--- config.mk ---
export PLATFORM = sky130hd
export DESIGN_NAME = tfr_ctrl
export DESIGN_NICKNAME = d
export VERILOG_FILES = /design/src/hw/rtl/tfr_pkg.sv /design/src/hw/rtl/tfr_ctrl.sv
export SDC_FILE = /design/constraint.sdc
export NUM_CORES = 1
export LEC_CHECK = 0
export ABC_AREA = 1
export BUFFER_PORTS_ARGS = -buffer_cell sky130_fd_sc_hd__buf_2
export CORE_AREA = 2 2 39 41
export CTS_BUF_LIST = sky130_fd_sc_hd__clkbuf_8
export CTS_CLUSTER_DIAMETER = 60
export CTS_CLUSTER_SIZE = 10
export DETAILED_ROUTE_END_ITERATION = 8
export DIE_AREA = 0 0 41 43
export PLACE_DENSITY = 0.53
export SLEW_MARGIN = 30
export SYNTH_ARGS = -nofsm -noshare
export SYNTH_HDL_FRONTEND = slang
export SYNTH_SLANG_ARGS = --single-unit
export TNS_END_PERCENT = 50
--- constraint.sdc ---
create_clock -name clk -period 1.2 [get_ports clk]
set_input_delay 0.24 -clock clk [delete_from_list [all_inputs] [get_ports clk]]
set_output_delay 0.24 -clock clk [all_outputs]
set_load 0.02 [all_outputs]
--- src/hw/rtl/tfr_pkg.sv ---
`default_nettype none
// ----------------------------------------------------------------------------
// tfr_pkg
// Shared screen geometry, command codes, controller states and the control
// and status bundles between the text renderer controller and datapath.
// ----------------------------------------------------------------------------
package tfr_pkg;

  localparam int SCREEN_WIDTH  = 128;
  localparam int SCREEN_HEIGHT = 64;
  localparam int PAGE_COUNT    = (SCREEN_HEIGHT + 7) / 8;
  localparam int BUF_BYTES     = SCREEN_WIDTH * PAGE_COUNT;
  localparam int ADDR_W        = $clog2(BUF_BYTES);

  localparam int FONT_W      = 5;
  localparam int IN_DATA_W   = 40;
  localparam int OUT_DATA_W  = 24;

  localparam logic [FONT_W-1:0] FONT_WIDTH_RST  = 5'd7;
  localparam logic [FONT_W-1:0] FONT_HEIGHT_RST = 5'd10;
  localparam logic [15:0]       PIXEL_BITS      = 16'h8000;
  localparam logic [7:0]        BYTE_WHITE      = 8'hFF;
  localparam logic [7:0]        BYTE_BLACK      = 8'h00;

  // Configuration register indexes
  localparam logic REG_FONT_WIDTH  = 1'b0;
  localparam logic REG_FONT_HEIGHT = 1'b1;

  // Command codes
  localparam logic [2:0] CMD_FILL   = 3'd0;
  localparam logic [2:0] CMD_PIXEL  = 3'd1;
  localparam logic [2:0] CMD_CURSOR = 3'd2;
  localparam logic [2:0] CMD_GLYPH  = 3'd3;
  localparam logic [2:0] CMD_READ   = 3'd4;

  typedef enum logic [2:0] {
    ST_CLEAR,
    ST_IDLE,
    ST_DISPATCH,
    ST_FILL,
    ST_DRAW,
    ST_READ,
    ST_DONE
  } tfr_state_t;

  typedef struct packed {
    logic capture;
    logic dispatch;
    logic sweep_wr;
    logic draw_step;
    logic rd_issue;
    logic load_out;
  } dp_ctrl_t;

  typedef struct packed {
    logic [2:0] cmd;
    logic       fits;
    logic       sweep_last;
    logic       draw_done;
    logic       out_free;
  } dp_stat_t;

endpackage
`default_nettype wire

--- src/hw/rtl/tfr_ctrl.sv ---
`default_nettype none
// ----------------------------------------------------------------------------
// tfr_ctrl
// Command sequencer: clears the buffer after reset, takes one request at a
// time, steps the datapath through fill, draw or read, and hands off result.
// ----------------------------------------------------------------------------
module tfr_ctrl (
  input  wire              clk,
  input  wire              rst,
  input  wire              in_valid,
  output logic             in_ready,
  input  tfr_pkg::dp_stat_t stat,
  output tfr_pkg::dp_ctrl_t ctrl
);
  import tfr_pkg::*;

  tfr_state_t state, state_next;

  always_ff @(posedge clk) begin
    if (rst) begin
      state <= ST_CLEAR;
    end else begin
      state <= state_next;
    end
  end

  always_comb begin
    state_next = state;
    unique case (state)
      ST_CLEAR: begin
        if (stat.sweep_last) state_next = ST_IDLE;
      end
      ST_IDLE: begin
        if (in_valid) state_next = ST_DISPATCH;
      end
      ST_DISPATCH: begin
        unique case (stat.cmd)
          CMD_FILL:  state_next = ST_FILL;
          CMD_PIXEL: state_next = ST_DRAW;
          CMD_GLYPH: state_next = stat.fits ? ST_DRAW : ST_DONE;
          CMD_READ:  state_next = ST_READ;
          default:   state_next = ST_DONE;
        endcase
      end
      ST_FILL: begin
        if (stat.sweep_last) state_next = ST_DONE;
      end
      ST_DRAW: begin
        if (stat.draw_done) state_next = ST_DONE;
      end
      ST_READ: begin
        state_next = ST_DONE;
      end
      ST_DONE: begin
        if (stat.out_free) state_next = ST_IDLE;
      end
      default: state_next = ST_CLEAR;
    endcase
  end

  always_comb begin
    in_ready       = (state == ST_IDLE);
    ctrl.capture   = (state == ST_IDLE) && in_valid;
    ctrl.dispatch  = (state == ST_DISPATCH);
    ctrl.sweep_wr  = (state == ST_CLEAR) || (state == ST_FILL);
    ctrl.draw_step = (state == ST_DRAW);
    ctrl.rd_issue  = (state == ST_READ);
    ctrl.load_out  = (state == ST_DONE) && stat.out_free;
  end

endmodule
`default_nettype wire

==> flow_summary_export.csv, run 1 <==
group,metric,value,unit
outcome,status,"complete, but fails checks",
outcome,violations,"setup timing",
clock_network,cts_max_level,1,
sta,tns,-0.177,ns
floorplanning,die_area,1760,sq um
layout,final_util,43.3,%
sta,slew-limit-headroom,88.4,%
layout,area_growth,61.3,%
clock_network,clk_pin_slew,0.03,ns
detailed_routing,firstDrtPassIters,4,
layout,largest_register,"state",
floorplanning,fp.dieW,41,um
sta,worst_pin_slew,0.172,ns
critical_path,crit_path_max_incr_delay,0.37,ns
logic_synthesis,synth.yosys.warnings,0,
logic_synthesis,netlist_top_cells_area,"nand2_1 18%, dfxtp_1 16%, inv_1 11%",
floorplanning,dieHeight,43,um
layout,nFillCells,148,
sta,fmax,797,MHz
critical_path,arrival,1.01,ns
critical_path,r2r_slack,0.02,ns
logic_synthesis,synth_top_family_by_area,"simple AND/OR/NAND/NOR gates",
layout,antenna_cells,0,
power,p_per_area,2470,nW/um^2
critical_path,r2r_start,"state[0]",
clock_network,clock-sinks,3,
critical_path,crit_path_start_kind,"register",
logic_synthesis,yosysSeqAreaShare,16.2,%
sta,timing.final.crit_period,1.25,ns
placement,io_buffers,16,
global_route,antenna_found_initial,0,
power,ir_drop,0.00105,V
critical_path,worstPathBufferInverterCount,2,
layout,layout-drive-gt1-share,50.0,%
detailed_routing,drt.antenna.violating_nets,0,
layout,final_cell_mix,"17 x nand2_1, 11 x inv_1, 9 x buf_2",
placement,dp_hpwl,683,um
global_route,grt_pass1_vias,355,
power,cellLeakagePower,0.342,nW
logic_synthesis,synth-simple-area-share,56.6,%
sta,slew_violations,0,
clock_network,cts_tree,"done",
critical_path,startpoint,"state[2]",
layout,final_common_cell,"nand2_1",
floorplanning,core,1380,sq um
layout,fin_nets,99,
critical_path,worst_path_max_delay_cell,"dfxtp_4",
sta,period_share,105,%
clock_network,cts-root-buf,"clkbuf_8",
worst_hold_path,hold_path.class,"in2reg",
layout,register_area,71.3,sq um
critical_path,rr_worst_depth,7,
critical_path,crit_chain,"buf_6 > nor3_2 > buf_4",
global_route,grt_pass1_wl,1360,um
critical_path,cp.depth,3,
job,maxCapViolCount,0,
critical_path,crit_family,"flip-flops",
logic_synthesis,syn_nets,76,
clock_network,cts_made_buffers,3,
clock_network,holdBufCountCts,0,
sta,hold_viol_final,0,
detailed_routing,vias_per_cell,4.27,
floorplanning,rows,14,
global_route,grt.total_usage,12.2,%
global_route,grt_max_degree,9,
critical_path,end_kind,"primary output",
critical_path,reg2reg_to,"state[1]",
floorplanning,initial_core_util,26.9,%
detailed_routing,wl_per_cell,8.35,um
critical_path,worstSetupEndpoint,"ctrl[5]",
sta,grt_setup_unrepaired,"true",
floorplanning,io_pins,17,
global_route,gr-total-overflow,0,
clock_network,clockBufferDepth,2,
detailed_routing,wl,868,um
logic_synthesis,synth_seq_cells,3,
layout,largest_reg_flops,3,
detailed_routing,drtIter0Drc,6,
logic_synthesis,yosysTopAreaCell,"nand2_1",
logic_synthesis,synth_xor_area_share,0,%
logic_synthesis,muxShareOfSynthArea,0,%
sta,setup_slack,-0.0548,ns
logic_synthesis,synth_fa_ha_area_share,0,%
logic_synthesis,synth_cell_types,18,
detailed_routing,route.vias.total,444,
layout,multi_input_area,270,sq um
layout,largestRegisters,"state (3)",
logic_synthesis,synth_compound_area_share,9.09,%
logic_synthesis,synth_top_area_share,18.2,%
critical_path,path_max_fanout,7,
logic_synthesis,syn_area,372,sq um
critical_path,required,0.96,ns
logic_synthesis,syn_inst,66,
placement,place.gp.congestion,0.776,
critical_path,path_class,"reg2out",
sta,finalClockSkew,0.00180,ns
clock_network,clock_latency,0.22,ns
sta,setup_viol,5,
detailed_routing,drc_errors,0,
logic_synthesis,synth_area_per_cell,5.63,sq um
==> worst min-delay path by stage <==
stage | slack [ns] | cells past startpoint | to | from
finish | 0.21 | 2 | state[1] | rst
global route | 0.21 | 2 | state[1] | rst
CTS | 0.20 | 2 | state[1] | rst
detailed placement | 0.43 | 2 | state[1] | rst
global placement | 0.43 | 2 | state[1] | rst
floorplan | 0.30 | 1 | state[1] | rst
==> report_power, final <==
| part | leakage, nW | internal, W | switching [W] | total (W) |
|---|---|---|---|---|
| Sequential | 0.0267 | 0.000165 | 0.000108 | 0.000273 |
| Clock | 0.0269 | 0.000218 | 0.0000674 | 0.000285 |
| Combinational | 0.288 | 0.000422 | 0.000498 | 0.000920 |
==> per-stage QoR <==
| stage | hold WS [ns] | total power (W) | worst slack, ns | cells | area, sq um |
|---|---|---|---|---|---|
| 2_1_floorplan | 0.302 | 0.000805 | 0.0106 | 66 | 377 |
| 3_3_place_gp | 0.434 | 0.000976 | 0.0456 | 98 | 473 |
| 3_5_place_dp | 0.435 | 0.000971 | 0.0536 | 98 | 473 |
| 4_1_cts | 0.199 | 0.00146 | -0.0708 | 104 | 587 |
| 5_1_grt | 0.209 | 0.00161 | -0.111 | 104 | 599 |
| 6_report | 0.213 | 0.00148 | -0.0548 | 104 | 599 |
==> cells in the mapped netlist <==
master   number
a21oi_1       2
a21oi_2       1
and2_1        1
buf_4         1
buf_6         1
dfxtp_1       3
inv_1        11
inv_2         2
nand2_1      18
nand2_2       4
nand3_1       7
nand3_2       1
nand4_2       1
nor2_1        5
nor2_2        3
nor2_4        1
nor3_1        1
o21ai_0       3
==> repair_timing <==
item,4_1_cts,5_1_grt
gates resized for setup,20,4
setup buffers,2,0
endpoints found under the setup margin,7,10
pin swaps,2,2
==> layer usage <==
| layer | part of all wire [%] | vias up | wire length (um) | global-route usage (%) |
|---|---|---|---|---|
| li1 | - | 248 | - | - |
| met1 | 42 | 175 | 368 | 13.1 |
| met2 | 47 | 17 | 409 | 17.8 |
| met3 | 6.8 | 4 | 59 | 3.14 |
| met4 | 3.3 | 0 | 29 | 12.0 |
| met5 | 0 | - | 0 | 0 |
==> kinds of logic (layout without fill, tap and decap cells) <==
logic type / count (synthesis) / after routing
AO/OA/AOI/OAI: 6 / 6
buffers and inverters: 15 / 37
flip-flops: 3 / 3
AND/OR/NAND/NOR: 42 / 42
==> area by class of cell <==
type / count / share of cell area, %
multi-input cells: 48 / 45.1
repair buffers: 20 / 23.2
flip-flops and latches: 3 / 11.9
inverters: 13 / 8.98
clock buffers: 3 / 6.89
well taps: 16 / 3.34
clock inverters: 1 / 0.626
Note: power is estimated with default switching activity, not from simulation.
==> inputs of run 2 (changes only) <==
Clock period 1.2 ns to 1.4 ns, I/O delays scaled along.
==> run 2 against run 1 <==
Compared with the run above: the flow now finishes without violations; setup slack better by 0.11 ns; count of clock-buffer cells in the layout unchanged; power down 29%; critical path type unchanged; combinational power down 35%; largest power group unchanged.
==> flow_summary_export.csv, run 2 (synthesis gave the netlist of run 1 again) <==
group,metric,value,unit
clock_network,cts_made_buffers,3,
critical_path,worst_path_max_delay_cell,"dfxtp_2",
layout,largestRegisters,"state (3)",
critical_path,crit_path_start_kind,"register",
critical_path,startpoint,"state[1]",
layout,largest_register,"state",
global_route,antenna_found_initial,0,
clock_network,cts_tree,"done",
critical_path,r2r_start,"state[1]",
power,p_per_area,2080,nW/um^2
global_route,grt_max_degree,9,
clock_network,clockBufferDepth,2,
power,cellLeakagePower,0.311,nW
sta,hold_viol_final,0,
layout,antenna_cells,0,
sta,slew_violations,0,
critical_path,r2r_slack,0.30,ns
floorplanning,rows,14,
floorplanning,die_area,1760,sq um
clock_network,clock-sinks,3,
global_route,grt.total_usage,11.3,%
layout,final_common_cell,"nand2_1",
clock_network,clock_latency,0.22,ns
placement,dp_hpwl,682,um
detailed_routing,drc_errors,0,
detailed_routing,drtIter0Drc,2,
sta,finalClockSkew,0.00293,ns
sta,timing.final.crit_period,1.34,ns
detailed_routing,wl,858,um
floorplanning,fp.dieW,41,um
clock_network,cts-root-buf,"clkbuf_8",
critical_path,path_class,"reg2out",
job,maxCapViolCount,0,
detailed_routing,drt.antenna.violating_nets,0,
layout,fin_nets,95,
layout,nFillCells,152,
sta,setup_viol,0,
floorplanning,core,1380,sq um
sta,slew-limit-headroom,87.6,%
critical_path,arrival,1.06,ns
critical_path,required,1.12,ns
critical_path,worstSetupEndpoint,"ctrl[3]",
worst_hold_path,hold_path.class,"in2reg",
critical_path,rr_worst_depth,7,
power,ir_drop,0.000569,V
floorplanning,dieHeight,43,um
detailed_routing,firstDrtPassIters,2,
floorplanning,initial_core_util,26.9,%
placement,io_buffers,16,
outcome,status,"completed",
global_route,grt_pass1_vias,356,
sta,period_share,96.0,%
layout,layout-drive-gt1-share,41.7,%
sta,worst_pin_slew,0.184,ns
global_route,gr-total-overflow,0,
sta,grt_setup_unrepaired,"true",
critical_path,crit_path_max_incr_delay,0.36,ns
layout,register_area,63.8,sq um
detailed_routing,route.vias.total,427,
floorplanning,io_pins,17,
sta,fmax,744,MHz
detailed_routing,wl_per_cell,8.58,um
layout,area_growth,36.4,%
layout,largest_reg_flops,3,
global_route,grt_pass1_wl,1370,um
layout,multi_input_area,244,sq um
critical_path,path_max_fanout,8,
clock_network,cts_max_level,1,
layout,final_util,36.6,%
sta,whs,0.237,ns
critical_path,crit_chain,"nor2_2 > nand2_1 > nand2_1 > buf_2",
layout,final_cell_mix,"18 x nand2_1, 14 x buf_2, 12 x inv_1",
placement,place.gp.congestion,0.755,
critical_path,end_kind,"primary output",
clock_network,clk_pin_slew,0.03,ns
critical_path,cp_common_cell,"nand2_1",
detailed_routing,vias_per_cell,4.27,
critical_path,reg2reg_to,"state[1]",
run 2: worst min-delay path by stage:
stage                to  slack [ns]  start  depth (start not counted)
4_1_cts        state[1]        0.24    rst                          2
3_3_place_gp   state[1]        0.48    rst                          2
6_report       state[1]        0.24    rst                          2
5_1_grt        state[1]        0.24    rst                          2
2_1_floorplan  state[1]        0.34    rst                          1
3_5_place_dp   state[1]        0.47    rst                          2
run 2: final cells by class:
cell class,count,share of cell area (%)
clock buffer,3,8.15
sequential,3,12.6
clock inverter,1,0.741
multi-input combinational,48,48.1
timing repair buffer,16,16.8
inverter,13,9.63
tap,16,3.95
run 2: metrics by stage:
step	setup TNS, ns	cell area [sq um]	setup WS (ns)	power [W]	cells
2_1_floorplan	0	372	0.126	0.000685	66
3_3_place_gp	0	453	0.143	0.000805	96
3_5_place_dp	0	453	0.190	0.000801	96
4_1_cts	0	502	0.0539	0.00106	100
5_1_grt	-0.00267	507	-0.00267	0.00116	100
6_report	0	507	0.0555	0.00106	100
run 2: worst max-delay path, delay by kind of cell, from the launching register on:
kind	cells	cell delay [ns]
buffers and inverters	1	0.16
DFF	1	0.36
and+or+nand+nor	3	0.34
run 2: timing repair:
| item | in CTS | in global routing |
|---|---|---|
| hold buffers | 0 | 0 |
| buffers inserted | 0 | 0 |
| setup endpoints to repair | 6 | 3 |
| pin swaps | 0 | 0 |
| cloned | 0 | 0 |
| resized for setup | 3 | 2 |
run 2: power by group:
part	total (W)	internal, W	switching (W)
logic	0.000602	0.000225	0.000377
clock network	0.000244	0.000187	0.0000578
registers	0.000210	0.000129	0.0000808
total	0.00106	0.000541	0.000516
run 2: per-layer routing:
metal,wire length (um),up-vias,GRT usage [%]
li1,-,238,-
met1,389,170,13.7
met2,382,17,17.2
met3,66,2,3.14
met4,19,0,6.00
met5,0,-,0
